### config.mk
export PLATFORM = sky130hd
export DESIGN_NAME = life_generation_row_step
export DESIGN_NICKNAME = d
export VERILOG_FILES = /design/src/sv/lgrs_pkg.sv /design/src/sv/lgrs_lane.sv /design/src/sv/lgrs_row_engine.sv /design/src/sv/life_generation_row_step.sv
export SDC_FILE = /design/constraint.sdc
export NUM_CORES = 2
export LEC_CHECK = 0
export BUFFER_PORTS_ARGS = -buffer_cell sky130_fd_sc_hd__buf_2
export CORE_AREA = 2 2 297 299
export CTS_CLUSTER_SIZE = 12
export DETAILED_ROUTE_END_ITERATION = 8
export DIE_AREA = 0 0 299 301
export PLACE_DENSITY = 0.82
export SETUP_SLACK_MARGIN = 0.4
export SLEW_MARGIN = 40
export SYNTH_ARGS = -nofsm -noshare
export SYNTH_HDL_FRONTEND = slang
export SYNTH_SLANG_ARGS = --single-unit
### constraint.sdc
create_clock -name aclk -period 7 [get_ports aclk]
set_input_delay 1.75 -clock aclk [delete_from_list [all_inputs] [get_ports aclk]]
set_output_delay 1.75 -clock aclk [all_outputs]
set_load 0.02 [all_outputs]
### src/sv/lgrs_pkg.sv
`default_nettype none

package lgrs_pkg;

    // fixed field widths of the streaming channels
    localparam int ROW_BITS      = 64;
    localparam int WIDTH_BITS    = 7;
    localparam int LIMIT_BITS    = 4;
    localparam int CFG_DATA_W    = 7;
    localparam int CFG_INDEX_W   = 2;
    localparam int NBR_COUNT_W   = 4;

    // default column count of the grid
    localparam int ROW_CELLS_DEF = 64;

    // result queue
    localparam int OUT_DEPTH = 4;
    localparam int PTR_W     = $clog2(OUT_DEPTH);
    localparam int CNT_W     = $clog2(OUT_DEPTH + 1);

    // register reset values
    localparam logic                  RULE_MODE_RST    = 1'b0;
    localparam logic [LIMIT_BITS-1:0] BIRTH_LIMIT_RST  = 4'd4;
    localparam logic [LIMIT_BITS-1:0] DEATH_LIMIT_RST  = 4'd3;
    localparam logic [WIDTH_BITS-1:0] ACTIVE_WIDTH_RST = 7'd64;

    // standard life rule counts
    localparam logic [NBR_COUNT_W-1:0] SURVIVE_LOW = 4'd2;
    localparam logic [NBR_COUNT_W-1:0] BIRTH_EXACT = 4'd3;

    typedef enum logic [CFG_INDEX_W-1:0] {
        REG_RULE_MODE    = 2'd0,
        REG_BIRTH_LIMIT  = 2'd1,
        REG_DEATH_LIMIT  = 2'd2,
        REG_ACTIVE_WIDTH = 2'd3
    } cfg_reg_t;

    typedef enum logic {
        MODE_LIFE = 1'b0,
        MODE_CAVE = 1'b1
    } rule_mode_t;

    typedef struct packed {
        rule_mode_t            mode;
        logic [LIMIT_BITS-1:0] birth_limit;
        logic [LIMIT_BITS-1:0] death_limit;
    } rule_cfg_t;

    typedef struct packed {
        logic [ROW_BITS-1:0] cells;
        logic                frame_end;
        logic                run_end;
    } result_t;

endpackage

`default_nettype wire

### src/sv/lgrs_lane.sv
`default_nettype none

module lgrs_lane (
    input  wire logic [7:0]           nbr,
    input  wire logic                 self_live,
    input  wire lgrs_pkg::rule_cfg_t  rule_cfg,
    output logic                      next_live
);
    import lgrs_pkg::*;

    logic [NBR_COUNT_W-1:0] count_c;

    always_comb begin
        count_c = '0;
        for (int k = 0; k < 8; k++) begin
            count_c = count_c + NBR_COUNT_W'(nbr[k]);
        end
    end

    always_comb begin
        case (rule_cfg.mode)
            MODE_LIFE: begin
                if (self_live) begin
                    next_live = (count_c == SURVIVE_LOW) || (count_c == BIRTH_EXACT);
                end else begin
                    next_live = (count_c == BIRTH_EXACT);
                end
            end
            MODE_CAVE: begin
                if (self_live) begin
                    next_live = (count_c >= rule_cfg.death_limit);
                end else begin
                    next_live = (count_c > rule_cfg.birth_limit);
                end
            end
            default: next_live = 1'b0;
        endcase
    end

endmodule

`default_nettype wire

### src/sv/lgrs_row_engine.sv
`default_nettype none

module lgrs_row_engine #(
    parameter int ROW_CELLS = lgrs_pkg::ROW_CELLS_DEF
) (
    input  wire logic [ROW_CELLS-1:0] up_row,
    input  wire logic [ROW_CELLS-1:0] mid_row,
    input  wire logic [ROW_CELLS-1:0] down_row,
    input  wire logic [ROW_CELLS-1:0] col_mask,
    input  wire lgrs_pkg::rule_cfg_t  rule_cfg,
    output logic [ROW_CELLS-1:0]      next_row
);
    import lgrs_pkg::*;

    // dead column padded on both sides, cell i sits at bit i+1
    logic [ROW_CELLS+1:0] up_pad;
    logic [ROW_CELLS+1:0] mid_pad;
    logic [ROW_CELLS+1:0] down_pad;
    logic [ROW_CELLS-1:0] lane_out;

    assign up_pad   = {1'b0, up_row, 1'b0};
    assign mid_pad  = {1'b0, mid_row, 1'b0};
    assign down_pad = {1'b0, down_row, 1'b0};

    for (genvar i = 0; i < ROW_CELLS; i++) begin : g_lane
        lgrs_lane u_lane (
            .nbr       ({up_pad[i+2:i], mid_pad[i+2], mid_pad[i], down_pad[i+2:i]}),
            .self_live (mid_pad[i+1]),
            .rule_cfg  (rule_cfg),
            .next_live (lane_out[i])
        );
    end

    // merge the lanes, dropping columns outside the active width
    assign next_row = lane_out & col_mask;

endmodule

`default_nettype wire

### src/sv/life_generation_row_step.sv
// Next-generation row engine for a two-state cellular automaton.
// Rows of a frame enter top to bottom on the s_ channel, one row per
// transaction: s_tdata carries the row, s_tuser marks the top row and
// s_tlast the bottom row. Each row completes the neighbourhood of the row
// above it, whose next state leaves on the m_ channel; a bottom row also
// yields its own next state right after. m_tlast marks the bottom row of a
// frame, m_tuser the last result of a given input row.
// Rule and width are set through the cfg_ write port; the user must write
// them only while the block idles, which the block does not enforce. Every
// cell of a row is updated by its own lane in the accept cycle, so a result
// enters the queue as its row is taken. While s_tready is high the block
// takes one row per cycle; a frame of N rows yields N results. Results wait
// in a four-entry queue; s_tready drops while fewer than two entries are
// free, so when the receiver stalls the queue fills and the input is held
// off without loss. Reset (aresetn low, synchronous) empties the queue,
// forgets held rows and restores the register defaults.
`default_nettype none

module life_generation_row_step #(
    parameter int ROW_CELLS = lgrs_pkg::ROW_CELLS_DEF
) (
    input  wire logic                               aclk,
    input  wire logic                               aresetn,
    // configuration write port
    input  wire logic                               cfg_we,
    input  wire logic [lgrs_pkg::CFG_INDEX_W-1:0]   cfg_index,
    input  wire logic [lgrs_pkg::CFG_DATA_W-1:0]    cfg_wdata,
    // input rows
    input  wire logic                               s_tvalid,
    output logic                                    s_tready,
    input  wire logic [lgrs_pkg::ROW_BITS-1:0]      s_tdata,   // [63:0] row_cells
    input  wire logic                               s_tuser,   // [0] first_row
    input  wire logic                               s_tlast,
    // next-generation rows
    output logic                                    m_tvalid,
    input  wire logic                               m_tready,
    output logic [lgrs_pkg::ROW_BITS-1:0]           m_tdata,   // [63:0] next_cells
    output logic                                    m_tuser,   // [0] run_end
    output logic                                    m_tlast
);
    import lgrs_pkg::*;

    localparam logic [1:0] HELD_NONE = 2'd0;
    localparam logic [1:0] HELD_ONE  = 2'd1;
    localparam logic [1:0] HELD_TWO  = 2'd2;

    // configuration
    rule_mode_t            rule_mode_reg;
    logic [LIMIT_BITS-1:0] birth_limit_reg;
    logic [LIMIT_BITS-1:0] death_limit_reg;
    logic [WIDTH_BITS-1:0] active_width_reg;
    rule_cfg_t             rule_cfg;

    // row history
    logic [ROW_CELLS-1:0]  above_reg, above_next;
    logic [ROW_CELLS-1:0]  middle_reg, middle_next;
    logic [1:0]            held_reg, held_next;

    // result queue
    result_t               ent_reg [OUT_DEPTH];
    logic [PTR_W-1:0]      wr_ptr_reg, wr_ptr_next;
    logic [PTR_W-1:0]      rd_ptr_reg, rd_ptr_next;
    logic [CNT_W-1:0]      cnt_reg, cnt_next;

    logic                  accept;
    logic                  pop;
    logic                  push_a;
    logic                  push_b;
    logic [1:0]            held_eff;
    logic [ROW_CELLS-1:0]  col_mask;
    logic [ROW_CELLS-1:0]  cur_row;
    logic [ROW_CELLS-1:0]  a_up;
    logic [ROW_CELLS-1:0]  a_mid;
    logic [ROW_CELLS-1:0]  b_up;
    logic [ROW_CELLS-1:0]  a_next;
    logic [ROW_CELLS-1:0]  b_next;
    result_t               res_a;
    result_t               res_b;
    logic [PTR_W-1:0]      b_addr;

    assign accept = s_tvalid && s_tready;
    assign pop    = m_tvalid && m_tready;

    assign rule_cfg.mode        = rule_mode_reg;
    assign rule_cfg.birth_limit = birth_limit_reg;
    assign rule_cfg.death_limit = death_limit_reg;

    always_comb begin
        for (int i = 0; i < ROW_CELLS; i++) begin
            col_mask[i] = (WIDTH_BITS'(i) < active_width_reg);
        end
    end

    // a top row drops whatever was held
    assign held_eff = s_tuser ? HELD_NONE : held_reg;
    assign cur_row  = s_tdata[ROW_CELLS-1:0] & col_mask;
    assign push_a   = accept && (held_eff != HELD_NONE);
    assign push_b   = accept && s_tlast;

    assign a_up  = (held_eff == HELD_TWO) ? (above_reg & col_mask) : '0;
    assign a_mid = middle_reg & col_mask;
    assign b_up  = (held_eff != HELD_NONE) ? a_mid : '0;

    lgrs_row_engine #(.ROW_CELLS(ROW_CELLS)) u_engine_above (
        .up_row   (a_up),
        .mid_row  (a_mid),
        .down_row (cur_row),
        .col_mask (col_mask),
        .rule_cfg (rule_cfg),
        .next_row (a_next)
    );

    lgrs_row_engine #(.ROW_CELLS(ROW_CELLS)) u_engine_bottom (
        .up_row   (b_up),
        .mid_row  (cur_row),
        .down_row ('0),
        .col_mask (col_mask),
        .rule_cfg (rule_cfg),
        .next_row (b_next)
    );

    always_comb begin
        res_a.cells     = ROW_BITS'(a_next);
        res_a.frame_end = 1'b0;
        res_a.run_end   = !s_tlast;
        res_b.cells     = ROW_BITS'(b_next);
        res_b.frame_end = 1'b1;
        res_b.run_end   = 1'b1;
    end

    always_comb begin
        above_next  = above_reg;
        middle_next = middle_reg;
        held_next   = held_reg;
        if (accept) begin
            if (s_tlast) begin
                above_next  = '0;
                middle_next = '0;
                held_next   = HELD_NONE;
            end else begin
                above_next  = (held_eff != HELD_NONE) ? middle_reg : '0;
                middle_next = cur_row;
                held_next   = (held_eff != HELD_NONE) ? HELD_TWO : HELD_ONE;
            end
        end
    end

    assign b_addr      = push_a ? (wr_ptr_reg + PTR_W'(1)) : wr_ptr_reg;
    assign wr_ptr_next = wr_ptr_reg + PTR_W'(push_a) + PTR_W'(push_b);
    assign rd_ptr_next = rd_ptr_reg + PTR_W'(pop);
    assign cnt_next    = cnt_reg + CNT_W'(push_a) + CNT_W'(push_b) - CNT_W'(pop);

    assign s_tready = (cnt_reg <= CNT_W'(OUT_DEPTH - 2));
    assign m_tvalid = (cnt_reg != '0);
    assign m_tdata  = ent_reg[rd_ptr_reg].cells;
    assign m_tlast  = ent_reg[rd_ptr_reg].frame_end;
    assign m_tuser  = ent_reg[rd_ptr_reg].run_end;

    always_ff @(posedge aclk) begin
        if (!aresetn) begin
            rule_mode_reg    <= rule_mode_t'(RULE_MODE_RST);
            birth_limit_reg  <= BIRTH_LIMIT_RST;
            death_limit_reg  <= DEATH_LIMIT_RST;
            active_width_reg <= ACTIVE_WIDTH_RST;
            held_reg         <= HELD_NONE;
            wr_ptr_reg       <= '0;
            rd_ptr_reg       <= '0;
            cnt_reg          <= '0;
        end else begin
            if (cfg_we) begin
                case (cfg_reg_t'(cfg_index))
                    REG_RULE_MODE:    rule_mode_reg    <= rule_mode_t'(cfg_wdata[0]);
                    REG_BIRTH_LIMIT:  birth_limit_reg  <= cfg_wdata[LIMIT_BITS-1:0];
                    REG_DEATH_LIMIT:  death_limit_reg  <= cfg_wdata[LIMIT_BITS-1:0];
                    REG_ACTIVE_WIDTH: active_width_reg <= cfg_wdata[WIDTH_BITS-1:0];
                    default: ;
                endcase
            end
            held_reg   <= held_next;
            wr_ptr_reg <= wr_ptr_next;
            rd_ptr_reg <= rd_ptr_next;
            cnt_reg    <= cnt_next;
        end
    end

    always_ff @(posedge aclk) begin
        above_reg  <= above_next;
        middle_reg <= middle_next;
        if (push_a) begin
            ent_reg[wr_ptr_reg] <= res_a;
        end
        if (push_b) begin
            ent_reg[b_addr] <= res_b;
        end
    end

endmodule

`default_nettype wire

==> out/qor.csv <==
metric;value;unit
status;finished clean;
synth-xor-area-share;1.01;%
dr.first_iter.drc_count;4693;
largest_reg_flops;264;
h-tree-depth;2;
synth_cells;5708;
holdWs;0.447;ns
min_path_cells;2;
p_leak;28.8;nW
yosys-top-cells-area;ha_1 (26%), edfxtp_1 (21%), fa_1 (14%);
holdCritStartpoint;ent_reg[0][1];
finalHoldViolCount;0;
synth_common_cells;ha_1 (1145), inv_1 (664), nand2_1 (386);
area_growth;7.84;%
critPathKind;register to register;
clockBufferDepth;3;
final_area;0.0605;mm²
crit_path_top_delay_cell;dfxtp_1;
clock_sinks;417;
max-vdd-ir-drop;0.343;mV
critical_path.max_stage_delay;0.75;ns
dp_hpwl;124000;µm
synth-edff-count;384;
worst_pin_slew;0.940;ns
place.gp.congestion;0.947;
min_to;ent_reg[0][1];
start_kind;register;
synthAdderAreaFrac;39.1;%
yosysTopAreaCell;ha_1;
clk_latency;0.65;ns
drc;0;
p_clk_share;17.6;%
cp_common_cell;fa_1;
core.rowCount;108;
dpl_cell_area;0.0587;mm²
p_sw;7.43;mW
synth_top_family_by_area;adder cells;
synth_seq_cells;417;
fin_crit_sh;90.8;%
crit_buf_inv;2;
path_cells;nand3_1 > buf_4 > a21oi_1 > nand2_1 > fa_1 > fa_1 > inv_1 > fa_1 > ha_1 > fa_1 > xor2_1 > ha_1 > o21ai_0 > a21oi_1 > o31ai_1 > a211o_1 > o22ai_1;
tns;0;ns
first_pass_iters;8;
synth_top_area_share;25.5;%
fin_skew;0.0259;ns
power;16.5;mW
die-area;0.0900;mm²
hp-class;register to register;
r2r-start;active_width_reg[1];
rsz0062_at_grt;false;
switching_share;44.9;%
drive_above_1_share;8.06;%
io_buffer_count;147;
r2r_end;ent_reg[0][24];
grtUsageTotal;39.1;%
fillers;6260;
synth_area;0.0561;mm²
cp_top_family;adder cells;
wl_per_cell;25.1;µm
setup_slack;0.643;ns
die_h;301;µm
critPathMaxFanout;12;
path_clk_slew;0.06;ns
coreArea;0.0865;mm²
finalCriticalPeriod;6.36;ns
numCtsBuffers;52;
die_w;299;µm
syn_nets;7314;
p_int;9.12;mW
muxShareOfSynthArea;2.88;%
grt_max_degree;80;
root_buffer;clkbuf_16;
ant_nets;0;
antenna_found_initial;4;
rrSetupSlack;0.64;ns
worstPathRequired;7.36;ns
finalSetupViolations;0;
num_vias;48200;
io_pins;148;
synth.avg_cell_area;9.83;µm²
slew_viol_final;0;
grt_pass1_vias;49600;
clock.fmax;157;MHz
async_flop_share;0;%
grt_pass1_wl;274000;µm
power_frac_comb;61.6;%
nNetsFinal;7456;
ys.flop_type;edfxtp_1;
synth-compound-area-share;16.7;%
start_util;64.9;%
worst_r2r_path_depth;17;
yosysSeqAreaShare;21.7;%
end_kind;register;
yosysMostFrequentCell;ha_1;
vias_per_cell;6.84;
maxCapViolations;0;
seqPwrFrac;20.8;%
cts_tree;yes;
pre_cts_ws;0.245;ns
power_density;273;mW/mm²
synth-simple-area-share;12.7;%
yosysWarnings;0;
ys_types;98;
wl;177000;µm
crit_cells;17;
cp.arrival;6.72;ns
grt-ovfl-total;0;
relSlewSlack;37.3;%
how the worst max path moves through the flow:
stage | start | endpoint
after CTS | active_width_reg[4] | ent_reg[0][50]
after floorplan | s_tuser | ent_reg[0][53]
after detailed placement | s_tuser | ent_reg[0][60]
after global placement | s_tuser | ent_reg[0][53]
after global routing | active_width_reg[2] | ent_reg[2][10]
final | active_width_reg[1] | ent_reg[0][24]
power by group through the flow:
stage          Clock (mW)  Combinational [mW]  Sequential, mW
2_1_floorplan           0                7.35            3.34
3_3_place_gp            0                9.29            3.49
3_5_place_dp            0                9.85            3.49
4_1_cts              2.90                9.96            3.45
5_1_grt              2.98                11.4            3.46
6_report             2.92                10.2            3.43
timing repair:
item | in CTS | in global routing
hold buffers | 0 | 0
setup buffers | 0 | 0
setup endpoints to repair | 0 | 22
resized for setup | 0 | 2
metal layers:
| metal | vias to the layer above | global-route usage [%] | wire length, µm |
|---|---|---|---|
| met3 | 888 | 10.3 | 22400 |
| met2 | 3047 | 61.5 | 78000 |
| met5 | - | 0 | 40 |
| li1 | 21200 | - | - |
| met4 | 6 | 24.5 | 12400 |
| met1 | 23100 | 48.1 | 64300 |
logic make-up (layout without fill, tap and decap cells):
kind of cell,count (synthesis),count (layout)
AO/OA/AOI/OAI,1395,1395
flip-flops,417,417
multiplexers,79,79
XOR/XNOR,65,65
adder cells (fa/ha/maj),1526,1526
other,0,7
buffers and inverters,833,1015
AND/OR/NAND/NOR,1393,1393
worst register-to-register path, cell delays in order (launching register included):
cell and delay (ns):
dfxtp_1 0.75, nand3_1 0.39, buf_4 0.29, a21oi_1 0.49, nand2_1 0.41, fa_1 0.59, fa_1 0.51, inv_1 0.05
fa_1 0.44, ha_1 0.22, fa_1 0.40, xor2_1 0.31, ha_1 0.29, o21ai_0 0.17, a21oi_1 0.07, o31ai_1 0.27
a211o_1 0.30, o22ai_1 0.14
cells in the final DEF (no fill, tap or decap), drive strengths merged, types with 37 or more instances in the layout:
master	n
a21o	98
o21a	98
fa	381
nand3	151
xor2	62
mux4	66
a21oi	268
ha	1145
o21ai	266
o2111ai	37
nand2	389
nor2	209
a311oi	52
nor2b	195
and3	55
nand2b	193
clkbuf	61
edfxtp	384
inv	670
o32ai	39
buf	250
o22ai	209
o211ai	112
and2	72
cell type report:
cell class              instances  area, µm²  share of cell area, %
diodes                          7       17.5                 0.0289
clock buffers                  61       1370                   2.26
clock inverters                33        390                  0.645
inverters                     671       2550                   4.22
multi-input cells            4458      40800                   67.4
flip-flops and latches        417      12200                   20.2
well taps                    1155       1450                   2.39
repair buffers                250       1730                   2.86
stage by stage:
stage,util (%),std cells
finish,70.0,7052
global route,70.0,7046
detailed placement,67.9,6948
floorplan,-,5708
global placement,67.7,6944
CTS,69.9,7042
No activity file was read; power rests on OpenSTA's default activity.
